$ cat src/hw/rtl/mdz_pkg.sv
`default_nettype none
// ----------------------------------------------------------------------------
// mdz_pkg
// Shared types, register indexes and helper functions for the diagonal
// zigzag reorder block.
// ----------------------------------------------------------------------------
package mdz_pkg;

    localparam int SIZE_W = 4;
    localparam int CFG_W  = 4;
    localparam int IDX_W  = 1;
    localparam int PROD_W = 2 * SIZE_W;

    typedef logic [SIZE_W-1:0] t_size;
    typedef logic [IDX_W-1:0]  t_cfg_idx;

    localparam t_cfg_idx REG_NUM_ROWS = 1'b0;
    localparam t_cfg_idx REG_NUM_COLS = 1'b1;

    localparam t_size SIZE_RESET = 4'd8;

    typedef struct packed {
        t_size rows;
        t_size cols;
    } t_job;

    typedef struct packed {
        logic empty;
        logic full;
    } t_q_stat;

    function automatic t_size clamp_size(input t_size v, input t_size maxv);
        t_size res;
        if (v == '0) begin
            res = t_size'(1);
        end else if (v > maxv) begin
            res = maxv;
        end else begin
            res = v;
        end
        return res;
    endfunction

    function automatic t_size diag_lo(input t_size k, input t_size cols);
        t_size res;
        if (k >= cols) begin
            res = k - cols + t_size'(1);
        end else begin
            res = '0;
        end
        return res;
    endfunction

    function automatic t_size diag_hi(input t_size k, input t_size rows);
        t_size res;
        if (k < rows) begin
            res = k;
        end else begin
            res = rows - t_size'(1);
        end
        return res;
    endfunction

endpackage
`default_nettype wire

$ cat src/hw/rtl/mdz_front.sv
`default_nettype none
// ----------------------------------------------------------------------------
// mdz_front
// Holds the size registers, counts incoming words, produces the store write
// and posts a job when the word that completes the matrix arrives.
// ----------------------------------------------------------------------------
module mdz_front #(
    parameter int MAX_ROWS   = 8,
    parameter int MAX_COLS   = 8,
    parameter int ELEM_WIDTH = 16
) (
    input  wire logic                           i_clk,
    input  wire logic                           i_rst_n,
    input  wire logic                           i_cfg_we,
    input  wire mdz_pkg::t_cfg_idx              i_cfg_idx,
    input  wire logic [mdz_pkg::CFG_W-1:0]      i_cfg_data,
    input  wire logic                           i_accept,
    input  wire logic [ELEM_WIDTH-1:0]          i_element,
    output logic                                o_wr_en,
    output logic [((MAX_ROWS*MAX_COLS) > 1 ? $clog2(MAX_ROWS*MAX_COLS) : 1)-1:0] o_wr_addr,
    output logic [ELEM_WIDTH-1:0]               o_wr_data,
    output logic                                o_push,
    output mdz_pkg::t_job                       o_job
);
    import mdz_pkg::*;

    localparam int DEPTH = MAX_ROWS * MAX_COLS;
    localparam int AW    = (DEPTH > 1) ? $clog2(DEPTH) : 1;
    localparam int CW    = $clog2(DEPTH + 1);

    t_size           r_rows;
    t_size           r_cols;
    logic [CW-1:0]   r_cnt;
    t_size           rows_eff;
    t_size           cols_eff;
    logic [PROD_W-1:0] total;
    logic [PROD_W-1:0] cnt_inc;
    logic            done;

    always_comb begin
        rows_eff = clamp_size(r_rows, t_size'(MAX_ROWS));
        cols_eff = clamp_size(r_cols, t_size'(MAX_COLS));
        total    = PROD_W'(rows_eff) * PROD_W'(cols_eff);
        cnt_inc  = PROD_W'(r_cnt) + PROD_W'(1);
        done     = i_accept && (cnt_inc >= total);
    end

    always_ff @(posedge i_clk) begin
        if (!i_rst_n) begin
            r_rows <= SIZE_RESET;
            r_cols <= SIZE_RESET;
            r_cnt  <= '0;
        end else begin
            if (i_cfg_we) begin
                case (i_cfg_idx)
                    REG_NUM_ROWS: r_rows <= t_size'(i_cfg_data);
                    REG_NUM_COLS: r_cols <= t_size'(i_cfg_data);
                    default: ;
                endcase
            end
            if (done) begin
                r_cnt <= '0;
            end else if (i_accept) begin
                r_cnt <= r_cnt + CW'(1);
            end
        end
    end

    assign o_wr_en   = i_accept;
    assign o_wr_addr = r_cnt[AW-1:0];
    assign o_wr_data = i_element;
    assign o_push    = done;
    assign o_job     = '{rows: rows_eff, cols: cols_eff};

endmodule
`default_nettype wire

$ cat src/hw/rtl/mdz_queue.sv
`default_nettype none
// ----------------------------------------------------------------------------
// mdz_queue
// Two-entry job queue between the load side and the scan side.
// ----------------------------------------------------------------------------
module mdz_queue (
    input  wire logic          i_clk,
    input  wire logic          i_rst_n,
    input  wire logic          i_push,
    input  wire mdz_pkg::t_job i_job,
    input  wire logic          i_pop,
    output mdz_pkg::t_job      o_job,
    output mdz_pkg::t_q_stat   o_stat
);
    import mdz_pkg::*;

    t_job       r_slot [2];
    logic       r_wp;
    logic       r_rp;
    logic [1:0] r_cnt;
    logic       do_push;
    logic       do_pop;

    assign do_push = i_push && (r_cnt != 2'd2);
    assign do_pop  = i_pop && (r_cnt != 2'd0);

    always_ff @(posedge i_clk) begin
        if (do_push) begin
            r_slot[r_wp] <= i_job;
        end
    end

    always_ff @(posedge i_clk) begin
        if (!i_rst_n) begin
            r_wp  <= 1'b0;
            r_rp  <= 1'b0;
            r_cnt <= 2'd0;
        end else begin
            if (do_push) begin
                r_wp <= ~r_wp;
            end
            if (do_pop) begin
                r_rp <= ~r_rp;
            end
            if (do_push && !do_pop) begin
                r_cnt <= r_cnt + 2'd1;
            end else if (do_pop && !do_push) begin
                r_cnt <= r_cnt - 2'd1;
            end
        end
    end

    assign o_job        = r_slot[r_rp];
    assign o_stat.empty = (r_cnt == 2'd0);
    assign o_stat.full  = (r_cnt == 2'd2);

endmodule
`default_nettype wire

$ cat src/hw/rtl/mdz_back.sv
`default_nettype none
// ----------------------------------------------------------------------------
// mdz_back
// Holds the matrix store and walks it one anti-diagonal at a time, even
// diagonals from the bottom row up and odd diagonals from the top row down.
// ----------------------------------------------------------------------------
module mdz_back #(
    parameter int MAX_ROWS   = 8,
    parameter int MAX_COLS   = 8,
    parameter int ELEM_WIDTH = 16
) (
    input  wire logic                    i_clk,
    input  wire logic                    i_rst_n,
    input  wire logic                    i_wr_en,
    input  wire logic [((MAX_ROWS*MAX_COLS) > 1 ? $clog2(MAX_ROWS*MAX_COLS) : 1)-1:0] i_wr_addr,
    input  wire logic [ELEM_WIDTH-1:0]   i_wr_data,
    input  wire mdz_pkg::t_job           i_job,
    input  wire mdz_pkg::t_q_stat        i_q_stat,
    output logic                         o_pop,
    output logic                         o_active,
    output logic                         o_strobe,
    output logic [ELEM_WIDTH-1:0]        o_element,
    output logic                         o_last
);
    import mdz_pkg::*;

    localparam int DEPTH = MAX_ROWS * MAX_COLS;
    localparam int AW    = (DEPTH > 1) ? $clog2(DEPTH) : 1;

    typedef enum logic {
        S_IDLE,
        S_SCAN
    } t_state;

    t_state               r_state;
    t_job                 r_job;
    t_size                r_k;
    t_size                r_i;
    logic                 r_vld;
    logic                 r_last;
    logic [ELEM_WIDTH-1:0] r_rdata;
    logic [ELEM_WIDTH-1:0] mem [DEPTH];

    logic                 odd;
    t_size                k_max;
    t_size                lo;
    t_size                hi;
    t_size                k_nxt;
    logic                 diag_end;
    logic                 at_last;
    t_size                col;
    logic [PROD_W-1:0]    addr;

    always_comb begin
        odd      = r_k[0];
        k_max    = r_job.rows + r_job.cols - t_size'(2);
        lo       = diag_lo(r_k, r_job.cols);
        hi       = diag_hi(r_k, r_job.rows);
        k_nxt    = r_k + t_size'(1);
        diag_end = odd ? (r_i == hi) : (r_i == lo);
        at_last  = (r_k == k_max);
        col      = r_k - r_i;
        addr     = PROD_W'(r_i) * PROD_W'(r_job.cols) + PROD_W'(col);
        o_pop    = (r_state == S_IDLE) && !i_q_stat.empty;
    end

    always_ff @(posedge i_clk) begin
        if (i_wr_en) begin
            mem[i_wr_addr] <= i_wr_data;
        end
        r_rdata <= mem[addr[AW-1:0]];
    end

    always_ff @(posedge i_clk) begin
        if (!i_rst_n) begin
            r_state <= S_IDLE;
            r_vld   <= 1'b0;
            r_last  <= 1'b0;
        end else begin
            r_vld  <= 1'b0;
            r_last <= 1'b0;
            case (r_state)
                S_IDLE: begin
                    if (o_pop) begin
                        r_job   <= i_job;
                        r_k     <= '0;
                        r_i     <= '0;
                        r_state <= S_SCAN;
                    end
                end
                S_SCAN: begin
                    r_vld  <= 1'b1;
                    r_last <= at_last;
                    if (diag_end) begin
                        if (at_last) begin
                            r_state <= S_IDLE;
                        end else begin
                            r_k <= k_nxt;
                            r_i <= odd ? diag_hi(k_nxt, r_job.rows)
                                       : diag_lo(k_nxt, r_job.cols);
                        end
                    end else begin
                        r_i <= odd ? r_i + t_size'(1) : r_i - t_size'(1);
                    end
                end
                default: r_state <= S_IDLE;
            endcase
        end
    end

    assign o_active  = (r_state == S_SCAN);
    assign o_strobe  = r_vld;
    assign o_element = r_rdata;
    assign o_last    = r_last;

endmodule
`default_nettype wire

$ cat src/hw/rtl/matrix_diagonal_zigzag_reorder.sv
`default_nettype none
// ----------------------------------------------------------------------------
// matrix_diagonal_zigzag_reorder
// Loads a matrix word by word in row-major order and replays it in diagonal
// zigzag order.
// ----------------------------------------------------------------------------
// A word is taken on each cycle with start high and busy low, so loading runs
// at one word per cycle. The word that completes a rows x cols matrix raises
// busy, and the matrix is then read back from the store at one
// word per cycle, each on o_strobe for one cycle, the final one with
// o_last_out set. Busy stays high until the final word is read from the store,
// and the first result passes through the job queue, the scan state and the
// registered store read. Loading and replay share the store, so no word is
// taken while a matrix is replayed. The receiver cannot stall the results.
module matrix_diagonal_zigzag_reorder #(
    parameter int MAX_ROWS   = 8,
    parameter int MAX_COLS   = 8,
    parameter int ELEM_WIDTH = 16
) (
    input  wire logic                          i_clk,
    input  wire logic                          i_rst_n,
    input  wire logic                          i_cfg_we,
    input  wire mdz_pkg::t_cfg_idx             i_cfg_idx,
    input  wire logic [mdz_pkg::CFG_W-1:0]     i_cfg_data,
    input  wire logic                          start,
    output logic                               busy,
    input  wire logic signed [ELEM_WIDTH-1:0]  i_element_in,
    output logic                               o_strobe,
    output logic signed [ELEM_WIDTH-1:0]       o_element_out,
    output logic                               o_last_out
);
    import mdz_pkg::*;

    localparam int DEPTH = MAX_ROWS * MAX_COLS;
    localparam int AW    = (DEPTH > 1) ? $clog2(DEPTH) : 1;

    logic                  accept;
    logic                  wr_en;
    logic [AW-1:0]         wr_addr;
    logic [ELEM_WIDTH-1:0] wr_data;
    logic                  push;
    logic                  pop;
    logic                  active;
    t_job                  job_in;
    t_job                  job_out;
    t_q_stat               q_stat;
    logic [ELEM_WIDTH-1:0] element;

    assign busy   = !q_stat.empty || active;
    assign accept = start && !busy;

    mdz_front #(
        .MAX_ROWS   (MAX_ROWS),
        .MAX_COLS   (MAX_COLS),
        .ELEM_WIDTH (ELEM_WIDTH)
    ) u_front (
        .i_clk      (i_clk),
        .i_rst_n    (i_rst_n),
        .i_cfg_we   (i_cfg_we),
        .i_cfg_idx  (i_cfg_idx),
        .i_cfg_data (i_cfg_data),
        .i_accept   (accept),
        .i_element  (i_element_in),
        .o_wr_en    (wr_en),
        .o_wr_addr  (wr_addr),
        .o_wr_data  (wr_data),
        .o_push     (push),
        .o_job      (job_in)
    );

    mdz_queue u_queue (
        .i_clk   (i_clk),
        .i_rst_n (i_rst_n),
        .i_push  (push),
        .i_job   (job_in),
        .i_pop   (pop),
        .o_job   (job_out),
        .o_stat  (q_stat)
    );

    mdz_back #(
        .MAX_ROWS   (MAX_ROWS),
        .MAX_COLS   (MAX_COLS),
        .ELEM_WIDTH (ELEM_WIDTH)
    ) u_back (
        .i_clk     (i_clk),
        .i_rst_n   (i_rst_n),
        .i_wr_en   (wr_en),
        .i_wr_addr (wr_addr),
        .i_wr_data (wr_data),
        .i_job     (job_out),
        .i_q_stat  (q_stat),
        .o_pop     (pop),
        .o_active  (active),
        .o_strobe  (o_strobe),
        .o_element (element),
        .o_last    (o_last_out)
    );

    assign o_element_out = $signed(element);

    a_strobe_follows_busy : assert property (
        @(posedge i_clk) disable iff (!i_rst_n)
        o_strobe |-> $past(busy)
    ) else $error("result word without a matrix in replay");

    a_last_ends_burst : assert property (
        @(posedge i_clk) disable iff (!i_rst_n)
        (o_strobe && o_last_out) |=> !o_strobe
    ) else $error("result word directly after the final word of a matrix");

    a_no_queue_overflow : assert property (
        @(posedge i_clk) disable iff (!i_rst_n)
        push |-> !q_stat.full
    ) else $error("job posted to a full queue");

    a_no_load_in_replay : assert property (
        @(posedge i_clk) disable iff (!i_rst_n)
        active |-> !wr_en
    ) else $error("store written while a matrix is replayed");

endmodule
`default_nettype wire

$ cat config.mk
export PLATFORM = sky130hd
export DESIGN_NAME = matrix_diagonal_zigzag_reorder
export DESIGN_NICKNAME = d
export VERILOG_FILES = /design/src/hw/rtl/mdz_pkg.sv /design/src/hw/rtl/mdz_front.sv /design/src/hw/rtl/mdz_queue.sv /design/src/hw/rtl/mdz_back.sv /design/src/hw/rtl/matrix_diagonal_zigzag_reorder.sv
export SDC_FILE = /design/constraint.sdc
export NUM_CORES = 1
export LEC_CHECK = 0
export BUFFER_PORTS_ARGS = -buffer_cell sky130_fd_sc_hd__buf_2
export CORE_MARGIN = 2
export CORE_UTILIZATION = 34
export DETAILED_ROUTE_END_ITERATION = 8
export GPL_TIMING_DRIVEN = 0
export PLACE_DENSITY = 0.48
export SLEW_MARGIN = 20
export SYNTH_ARGS = -nofsm -noshare
export SYNTH_HDL_FRONTEND = slang
export SYNTH_SLANG_ARGS = --single-unit
$ cat constraint.sdc
create_clock -name i_clk -period 12.54 [get_ports i_clk]
set_clock_uncertainty 0.05 [all_clocks]
set_input_delay 0.627 -clock i_clk [delete_from_list [all_inputs] [get_ports i_clk]]
set_output_delay 0.627 -clock i_clk [all_outputs]
set_load 0.03 [all_outputs]
Word-level counts from Yosys, hierarchy flattened

Memory sizes are Yosys's and may differ from the RTL's. A register that Yosys moved wholly into a read port is not among the register bits.
Index checks and enable logic that the tools add are counted.

Register bits: 30
RAM bits: 1,040
Output and inout bits: 19
Memories: 2

Memory list:

| memory         | words | width | rd ports | clocked after Yosys merged registers in | write ports | RTL line        | RTL |
|---|---|---|---|---|---|---|---|
| u_back.mem     | 64    | 16    | 1        | 1                                       | 1           | mdz_back.sv:42  | `logic [ELEM_WIDTH-1:0] mem [DEPTH];` |
| u_queue.r_slot | 2     | 8     | 1        | 1                                       | 1           | mdz_queue.sv:17 | `t_job r_slot [2];` |

$add $sub $neg: 16
Multipliers: 2
Order comparisons: 7
Eq/ne operators: 8
Mux-type cells: 29
Bitwise logic cells: 5
Reduce and logical (&&, ||, !) cells: 24

Operator list:

| cell                  | count |
|---|---|
| $mux W4               | 15 |
| $add A4 B1 Y4 const B | 4 |
| $pmux W4 S2           | 2 |
| $eq A4 B4 Y1          | 3 |
| $sub A4 B4 Y4         | 3 |
| $mux W1               | 9 |
| $add A7 B1 Y8 const B | 1 |
| $ge A4 B4 Y1          | 2 |
| $ge A8 B8 Y1          | 1 |
| $gt A4 B4 Y1 const B  | 2 |
| $logic_not A4 Y1      | 2 |
| $lt A4 B4 Y1          | 2 |
| $mul A4 B4 Y8         | 1 |
| $ne A2 B2 Y1 const B  | 4 |
| $sub A4 B1 Y4 const B | 2 |
| $add A7 B1 Y7 const B | 1 |
| $logic_and A1 B1 Y1   | 7 |
| $add A6 B4 Y6         | 1 |
| $mul A4 B4 Y6         | 1 |
| $reduce_and A2 Y1     | 3 |
| $reduce_and A3 Y1     | 2 |
| $not A1 Y1            | 5 |
| $add A4 B4 Y4         | 1 |
| $logic_not A1 Y1      | 4 |
| 11 further kinds      | 13 |

Depth between registers and ports, before layout

Gate-level depths: netlist of run 1.

Depth after elaboration: 11
Depth in mapped cells: 22
Depth with buffers taken out: 22

Cells and area by module

A second synthesis of run 1 with hierarchy kept.

Cells, all modules: 2,080
Area total of the unflattened synthesis: 44,258.7 um^2

By module, submodules not included:

| module                         | instances | cells each | area each (um^2) | seq. area each (um^2) |
|---|---|---|---|---|
| mdz_back                       | 1         | 1,835      | 41,877.7         | 31,610.3 |
| mdz_front                      | 1         | 192        | 1,562.7          | 300.3 |
| mdz_queue                      | 1         | 51         | 803.3            | 580.6 |
| matrix_diagonal_zigzag_reorder | 1         | 2          | 15.0             | 0.0 |

Worst setup path after synthesis of run 1

No wires, ideal clock.

Kind: register to register
From: register u_back.r_k[0]
To: register u_back.r_rdata[1], in the netlist u_back.o_element[1], read port of u_back.mem
Setup time: 133 ps
Data arrival time: 4,402 ps
Data required time: 12,357 ps
Slack: 7,955 ps
Cell stages (with the launch flop): 15
Buffers on the path: 4
Clock period less this slack: 4,585 ps
Cells stage by stage: edfxtp_1 -> clkbuf_1 -> inv_1 -> ha_1 -> fa_1 -> xnor2_1 -> fa_1 -> inv_1 -> fa_1 -> clkbuf_1 -> clkbuf_1 -> clkbuf_1 -> mux4_2 -> mux2i_1 -> a21oi_1

Word-level cells in the longest chain between the ends: 2

Ends and longest elaborated chain:

| element                | RTL line       | RTL |
|---|---|---|
| from (decl)            | mdz_back.sv:37 | `t_size r_k;` |
| from (signal assigned) | mdz_back.sv:98 | `r_k <= k_nxt;` |
| $sub A4 B4 Y4          | mdz_back.sv:62 | `col = r_k - r_i;` |
| $add A6 B4 Y6          | mdz_back.sv:63 | `addr = PROD_W'(r_i) * PROD_W'(r_job.cols) + PROD_W'(col);` |
| to (decl)              | mdz_back.sv:41 | `logic [ELEM_WIDTH-1:0] r_rdata;` |

Every way passes these cells.
A chain may end at the register's enable or synchronous reset.

Final worst setup path of run 1

Same ends and word-level chain as after synthesis.

==> run_results.csv, run 1 <==
group,metric,value,unit
global_routing,grt_pass1_vias,22031,
place,hpwl,73500,um
layout,multi_input_area,11020,sq um
timing,hold_viol,0,
route,drt_iter0_drc,1970,
clock_tree,clk_pin_slew_worst_paths,0.06,ns
worst_setup_path,path_buf_inv,6,
timing,tightest_slew,1.125,ns
global_routing,antenna_found_initial,9,
floorplan,io_pins,44,
layout,drive_above_1_share,30.15,%
worst_setup_path,critPathTopFamily,"buffers and inverters",
synth,yosys_warnings,0,
route,viasPerCell,5.106,
place,place_congestion,0.8143,
route,drc,0,
worst_setup_path,cp_slowest_cell,"clkbuf_1",
worst_setup_path,reg2reg_slack,5.49,ns
floorplan,coreArea,128000,sq um
floorplan,row_count,131,
timing,timing.hold.ws,0.1103,ns
synth,async_flop_share,0,%
timing,timing.fmax,141.8,MHz
synth,synthCells,2046,
clock_tree,postCtsSetupBuffers,0,
layout,fill_cells,11380,
timing,finalMaxSlewViolations,0,
synth,synth-seq-cells,1094,
clock_tree,clock_latency,0.72,ns
synth,syn_area_per_cell,21.49,sq um
worst_setup_path,cp_cell_sequence,"clkbuf_1, inv_1, ha_1, fa_1, xnor2_1, fa_1, inv_1, fa_1, clkbuf_1, clkbuf_1, clkbuf_1, mux4_2, mux2i_1, a21oi_1",
floorplan,die_h,363.6,um
synth,synth_area,43970,sq um
timing,finalSetupViolations,0,
clock_tree,cts_resized,0,
route,num_vias,20884,
place,place_inst,3868,
route,highest_layer,"met5",
worst_hold_path,worst_hold_path_type,"in2reg",
floorplan,initial_core_util,34.35,%
worst_setup_path,crit_fanout,10,
clock_tree,clock_tree.buffer_depth,3,
clock_tree,cts_tree,"built",
layout,layout.cells.non_filler,4090,
layout,regArea,32470,sq um
timing,period_needed,7.055,ns
global_routing,grt_use_total,17.07,%
clock_tree,cts_buffers,117,
global_routing,grt_max_degree,65,
run,maxCapViolCount,0,
timing,rsz0062_at_grt,"false",
route,post_drt_wl_per_cell,27.13,um
route,wl_met1,47300,um
layout,nNetsFinal,2364,
layout,final_common_cell,"edfxtp_1",
global_routing,grt_overflow,0,
route,first_pass_iters,7,
layout,area_delta_synth_final,16.33,%
floorplan,floorplan.die_area,132200,sq um
layout,fin_util,39.95,%
clock_tree,cts_hold_buf,0,
place,io_buffers,43,
run_status,status,"finished clean",
floorplan,die_w,363.6,um
route,wirelength,111000,um
clock_tree,clk_root_buffer_cell,"clkbuf_16",
route,dr_wl_met3,6226,um
worst_setup_path,end_kind,"register",
synth,ys_types,49,
worst_setup_path,max_stage_delay,0.84,ns
layout,layout_common_cells,"1,056 x edfxtp_1, 320 x mux4_2, 119 x clkbuf_16, 73 x clkbuf_1, 64 x ha_1",
worst_setup_path,arrival,7.48,ns
synth,yosysSeqAreaShare,73.86,%
worst_setup_path,crit_type,"reg2reg",
worst_setup_path,critPathRequiredTime,12.97,ns
timing,fin_crit_sh,56.26,%
clock_tree,cts_max_level,3,
timing,finalSetupTns,0,ns
worst_setup_path,start_kind,"register",
global_routing,grt_pass1_wl,159800,um
worst_setup_path,crit_top_cell,"clkbuf_1",
synth,synth_top_flop_cell,"edfxtp_1",
clock_tree,clock_sinks,1094,
route,wl_met2,54310,um
synth,syn_nets,2152,
synth,synth_edf_count,1056,
route,postRouteAntennaNets,0,
timing,slew_headroom,24.98,%
-- sequential cells by signal, summed over array words and instances (netlist names) --
name / cells
u_back.o_element: 16
u_back.o_last: 1
u_back.r_i: 4
u_back.o_strobe: 1
u_queue.r_cnt: 2
u_queue.r_rp: 1
u_back.r_k: 4
u_front.r_cnt: 7
u_front.r_cols: 4
u_back.mem: 1024
u_back.r_job: 8
u_front.r_rows: 4
u_queue.r_wp: 1
u_back.o_active: 1
u_queue.r_slot: 16
-- worst reg2reg max path: stages, from the launching register on --
cell      delay, ns
edfxtp_1       0.57
clkbuf_1       0.46
inv_1          0.35
ha_1           0.32
fa_1           0.40
xnor2_1        0.17
fa_1           0.57
inv_1          0.06
fa_1           0.53
clkbuf_1       0.63
clkbuf_1       0.85
clkbuf_1       0.61
mux4_2         0.43
mux2i_1        0.44
a21oi_1        0.40
-- Yosys cell counts (5+ instances only) --
| cell | instances | area (sq um) |
|---|---|---|
| o21ai_1 | 5 | 25.02 |
| clkbuf_1 | 56 | 210.2 |
| nor3_1 | 5 | 25.02 |
| nand2b_1 | 7 | 43.79 |
| nor2_1 | 106 | 397.9 |
| nor2b_1 | 20 | 125.1 |
| mux4_2 | 320 | 7207 |
| nand2_1 | 36 | 135.1 |
| buf_2 | 15 | 75.07 |
| nand3_1 | 11 | 55.05 |
| edfxtp_1 | 1056 | 31710 |
| mux2i_1 | 27 | 270.3 |
| inv_1 | 56 | 210.2 |
| dfxtp_1 | 38 | 760.7 |
| a211oi_1 | 16 | 120.1 |
| mux2_2 | 9 | 101.4 |
| a21o_1 | 10 | 75.07 |
| and2_1 | 11 | 68.82 |
| xor2_1 | 14 | 122.6 |
| ha_1 | 64 | 800.8 |
| buf_6 | 7 | 78.83 |
| or2_2 | 8 | 50.05 |
| xnor2_1 | 31 | 271.5 |
| fa_1 | 17 | 340.3 |
| buf_4 | 16 | 120.1 |
| a21oi_1 | 40 | 200.2 |
-- kinds of logic (layout without fill, tap and decap cells) --
| group | Yosys count | in the layout | synth area share (%) |
|---|---|---|---|
| DFF | 1094 | 1094 | 73.86 |
| muxes | 356 | 356 | 17.24 |
| and+or+nand+nor | 222 | 222 | 2.382 |
| buffers and inverters | 153 | 462 | 1.605 |
| AOI/OAI and AO/OA | 94 | 94 | 1.366 |
| adders and majority gates | 81 | 81 | 2.595 |
| xor gates and xnor gates | 46 | 46 | 0.9591 |
| other | 0 | 6 | 0 |
-- through the flow --
stage          area [sq um]  setup WS, ns
4_1_cts               51120         5.660
6_report              51140         5.485
3_3_place_gp          46340         5.750
3_5_place_dp          47250         5.680
2_1_floorplan         43970         7.955
5_1_grt               51130         5.350
-- worst paths after layout --
kind / from / end / depth (start not counted)
worst max-delay path: u_back.r_k[0] / u_back.o_element[1] / 14
worst min-delay path: i_cfg_data[3] / u_front.r_rows[3] / 3
worst max register to register: u_back.r_k[0] / u_back.o_element[1] / 14
worst min register to register: u_front.r_cols[2] / u_front.r_cols[2] / 2
-- final cells by class --
cell class,instances,area share (%)
flip-flops and latches,1094,63.49
multi-input cells,799,21.56
clock buffers,140,6.035
well taps,1729,4.230
repair buffers,93,1.730
clock inverters,76,1.549
plain buffers,97,0.9712
inverters,56,0.4110
diodes,6,0.02936
-- metal layers --
metal  vias to the layer above  track usage [%]
li1                       8868                -
met1                     11311            22.71
met2                       538            28.09
met3                       165            3.411
met4                         2            5.679
met5                         -                0
Power of run 1 is not shown: default switching activity piles up to over one toggle a cycle in this logic, so the estimate is an artifact.
==> run 2, diff against run 1 <==
--- a/config.mk
+++ b/config.mk
@@ -10,7 +10,7 @@
 export CORE_UTILIZATION = 34
 export DETAILED_ROUTE_END_ITERATION = 8
 export GPL_TIMING_DRIVEN = 0
-export PLACE_DENSITY = 0.48
+export PLACE_DENSITY = 0.5
 export SLEW_MARGIN = 20
 export SYNTH_ARGS = -nofsm -noshare
 export SYNTH_HDL_FRONTEND = slang
==> constraint.sdc (replaced) <==
create_clock -name i_clk -period 6.09 [get_ports i_clk]
set_clock_uncertainty 0.05 [all_clocks]
set_input_delay 0.3045 -clock i_clk [delete_from_list [all_inputs] [get_ports i_clk]]
set_output_delay 0.3045 -clock i_clk [all_outputs]
set_load 0.03 [all_outputs]
==> run_results.csv, run 2 (synthesis gave the netlist of run 1 again) <==
group,metric,value,unit
run_status,status,"finished clean",
worst_hold_path,holdCritStartpoint,"i_element_in[14]",
clock_tree,clk_root_buffer_cell,"clkbuf_16",
place,place_ws,-0.8631,ns
route,first_pass_iters,7,
global_routing,grt_max_degree,65,
worst_hold_path,worst_hold_path_type,"in2reg",
clock_tree,cts_tree,"built",
route,postRouteAntennaNets,0,
timing,finalMaxSlewViolations,0,
global_routing,busiest_layer,"met2",
clock_tree,clk_pin_slew_worst_paths,0.06,ns
layout,multi_input_area,11060,sq um
layout,fill_cells,11299,
route,viasPerCell,5.089,
timing,finalSetupViolations,0,
timing,tightest_slew,1.069,ns
place,io_buffers,43,
layout,regArea,32470,sq um
timing,worst_slack,0.2040,ns
route,drt_iter0_drc,1934,
worst_setup_path,reg2reg_slack,0.20,ns
worst_setup_path,r2r_cells,13,
route,num_vias,20844,
route,drc,0,
floorplan,io_pins,44,
worst_hold_path,hold-path-endpoint,"u_back.mem[45][14]",
floorplan,coreArea,128000,sq um
global_routing,grt_use_total,16.80,%
route,post_drt_wl_per_cell,26.81,um
clock_tree,cts_buffers,114,
worst_setup_path,crit_type,"reg2reg",
global_routing,grt_overflow,0,
floorplan,initial_core_util,34.35,%
worst_setup_path,reg2reg_to,"u_back.o_element[6]",
worst_setup_path,arrival,6.35,ns
clock_tree,clock_latency,0.71,ns
timing,period_needed,5.886,ns
worst_setup_path,end_kind,"register",
place,place_congestion,0.7925,
timing,timing.hold.ws,0.1087,ns
clock_tree,clock_sinks,1094,
global_routing,grt_use_met1,22.33,%
route,wirelength,109800,um
layout,largest_register_ff_count,1024,
timing,fin_crit_sh,96.65,%
layout,drive_above_1_share,31.19,%
global_routing,use_met3,3.765,%
layout,layout_common_cells,"1,056 x edfxtp_1, 320 x mux4_2, 116 x clkbuf_16, 64 x ha_1, 56 x inv_1",
timing,slew_headroom,28.70,%
floorplan,die_h,363.6,um
global_routing,grtUsageMet2,27.50,%
floorplan,row_count,131,
timing,rsz0062_at_grt,"false",
worst_setup_path,crit_fanout,10,
layout,largest_register,"u_back.mem",
timing,hold_viol,0,
layout,nNetsFinal,2372,
floorplan,die_w,363.6,um
worst_setup_path,start_kind,"register",
run,maxCapViolCount,0,
worst_setup_path,critPathRequiredTime,6.55,ns
place,hpwl,73280,um
worst_hold_path,whs_path_depth,1,
global_routing,antenna_found_initial,3,
timing,timing.fmax,169.9,MHz
global_routing,grt_pass1_vias,22005,
clock_tree,clock_tree.buffer_depth,3,
layout,area_delta_synth_final,16.82,%
global_routing,grt_pass1_wl,158000,um
layout,final_common_cell,"edfxtp_1",
clock_tree,cts_max_level,3,
floorplan,floorplan.die_area,132200,sq um
worst_setup_path,rr_startpoint,"u_back.r_k[0]",
run 2: worst max path at each step:
stage                     slack (ns)  depth (start not counted)                    to     startpoint
after floorplan                 1.51                         14   u_back.o_element[1]  u_back.r_k[0]
after global placement         -0.85                         14  u_back.o_element[14]  u_back.r_k[0]
after detailed placement       -0.86                         14  u_back.o_element[12]  u_back.r_k[0]
after CTS                       0.09                         14   u_back.o_element[7]  u_back.r_k[0]
after global routing            0.02                         13   u_back.o_element[8]  u_back.r_k[0]
final                           0.20                         13   u_back.o_element[6]  u_back.r_k[0]
run 2: cell type report:
class	count	area share (%)
buffer	96	1.016
timing repair buffer	105	1.973
clock buffer	140	5.983
inverter	56	0.4093
antenna	1	0.004872
clock inverter	76	1.649
multi-input combinational	799	21.53
tap	1729	4.212
sequential	1094	63.22
run 2: per-layer routing:
layer | share of wire [%] | wire length [um] | up-vias
li1 | - | - | 8855
met1 | 43 | 46960 | 11263
met2 | 49 | 53420 | 551
met3 | 5.8 | 6377 | 173
met4 | 2.8 | 3035 | 2
met5 | 0.010 | 11 | -
run 2: metrics by stage:
| stage | util (%) | std cells | cell area (sq um) | setup TNS, ns |
|---|---|---|---|---|
| final | 40.12 | 4096 | 51360 | 0 |
| after CTS | 40.10 | 4094 | 51330 | 0 |
| after global routing | 40.12 | 4095 | 51360 | 0 |
| after global placement | 36.20 | 3818 | 46340 | -11.49 |
| after detailed placement | 36.91 | 3865 | 47250 | -11.45 |
| after floorplan | - | 2046 | 43970 | 0 |
run 2: timing repair:
| item | CTS | global route |
|---|---|---|
| gates resized for setup | 19 | 8 |
| hold buffers | 13 | 0 |
| setup endpoints to repair | 16 | 12 |
| endpoints found under the hold margin | 12 | 0 |
| pin swaps | 0 | 1 |
| setup buffers | 0 | 2 |
| cloned | 0 | 0 |
run 2: worst max-delay path: stages (launching register included):
cell and delay, ns:
edfxtp_1 0.57, clkbuf_2 0.34, inv_1 0.25, ha_1 0.28, fa_1 0.48, inv_1 0.05
ha_1 0.29, ha_1 0.40, buf_1 0.62, clkbuf_1 0.74, mux4_2 0.46, mux4_2 0.48
mux2i_1 0.46, a21oi_1 0.21
Power of run 2 is left out for the same reason.
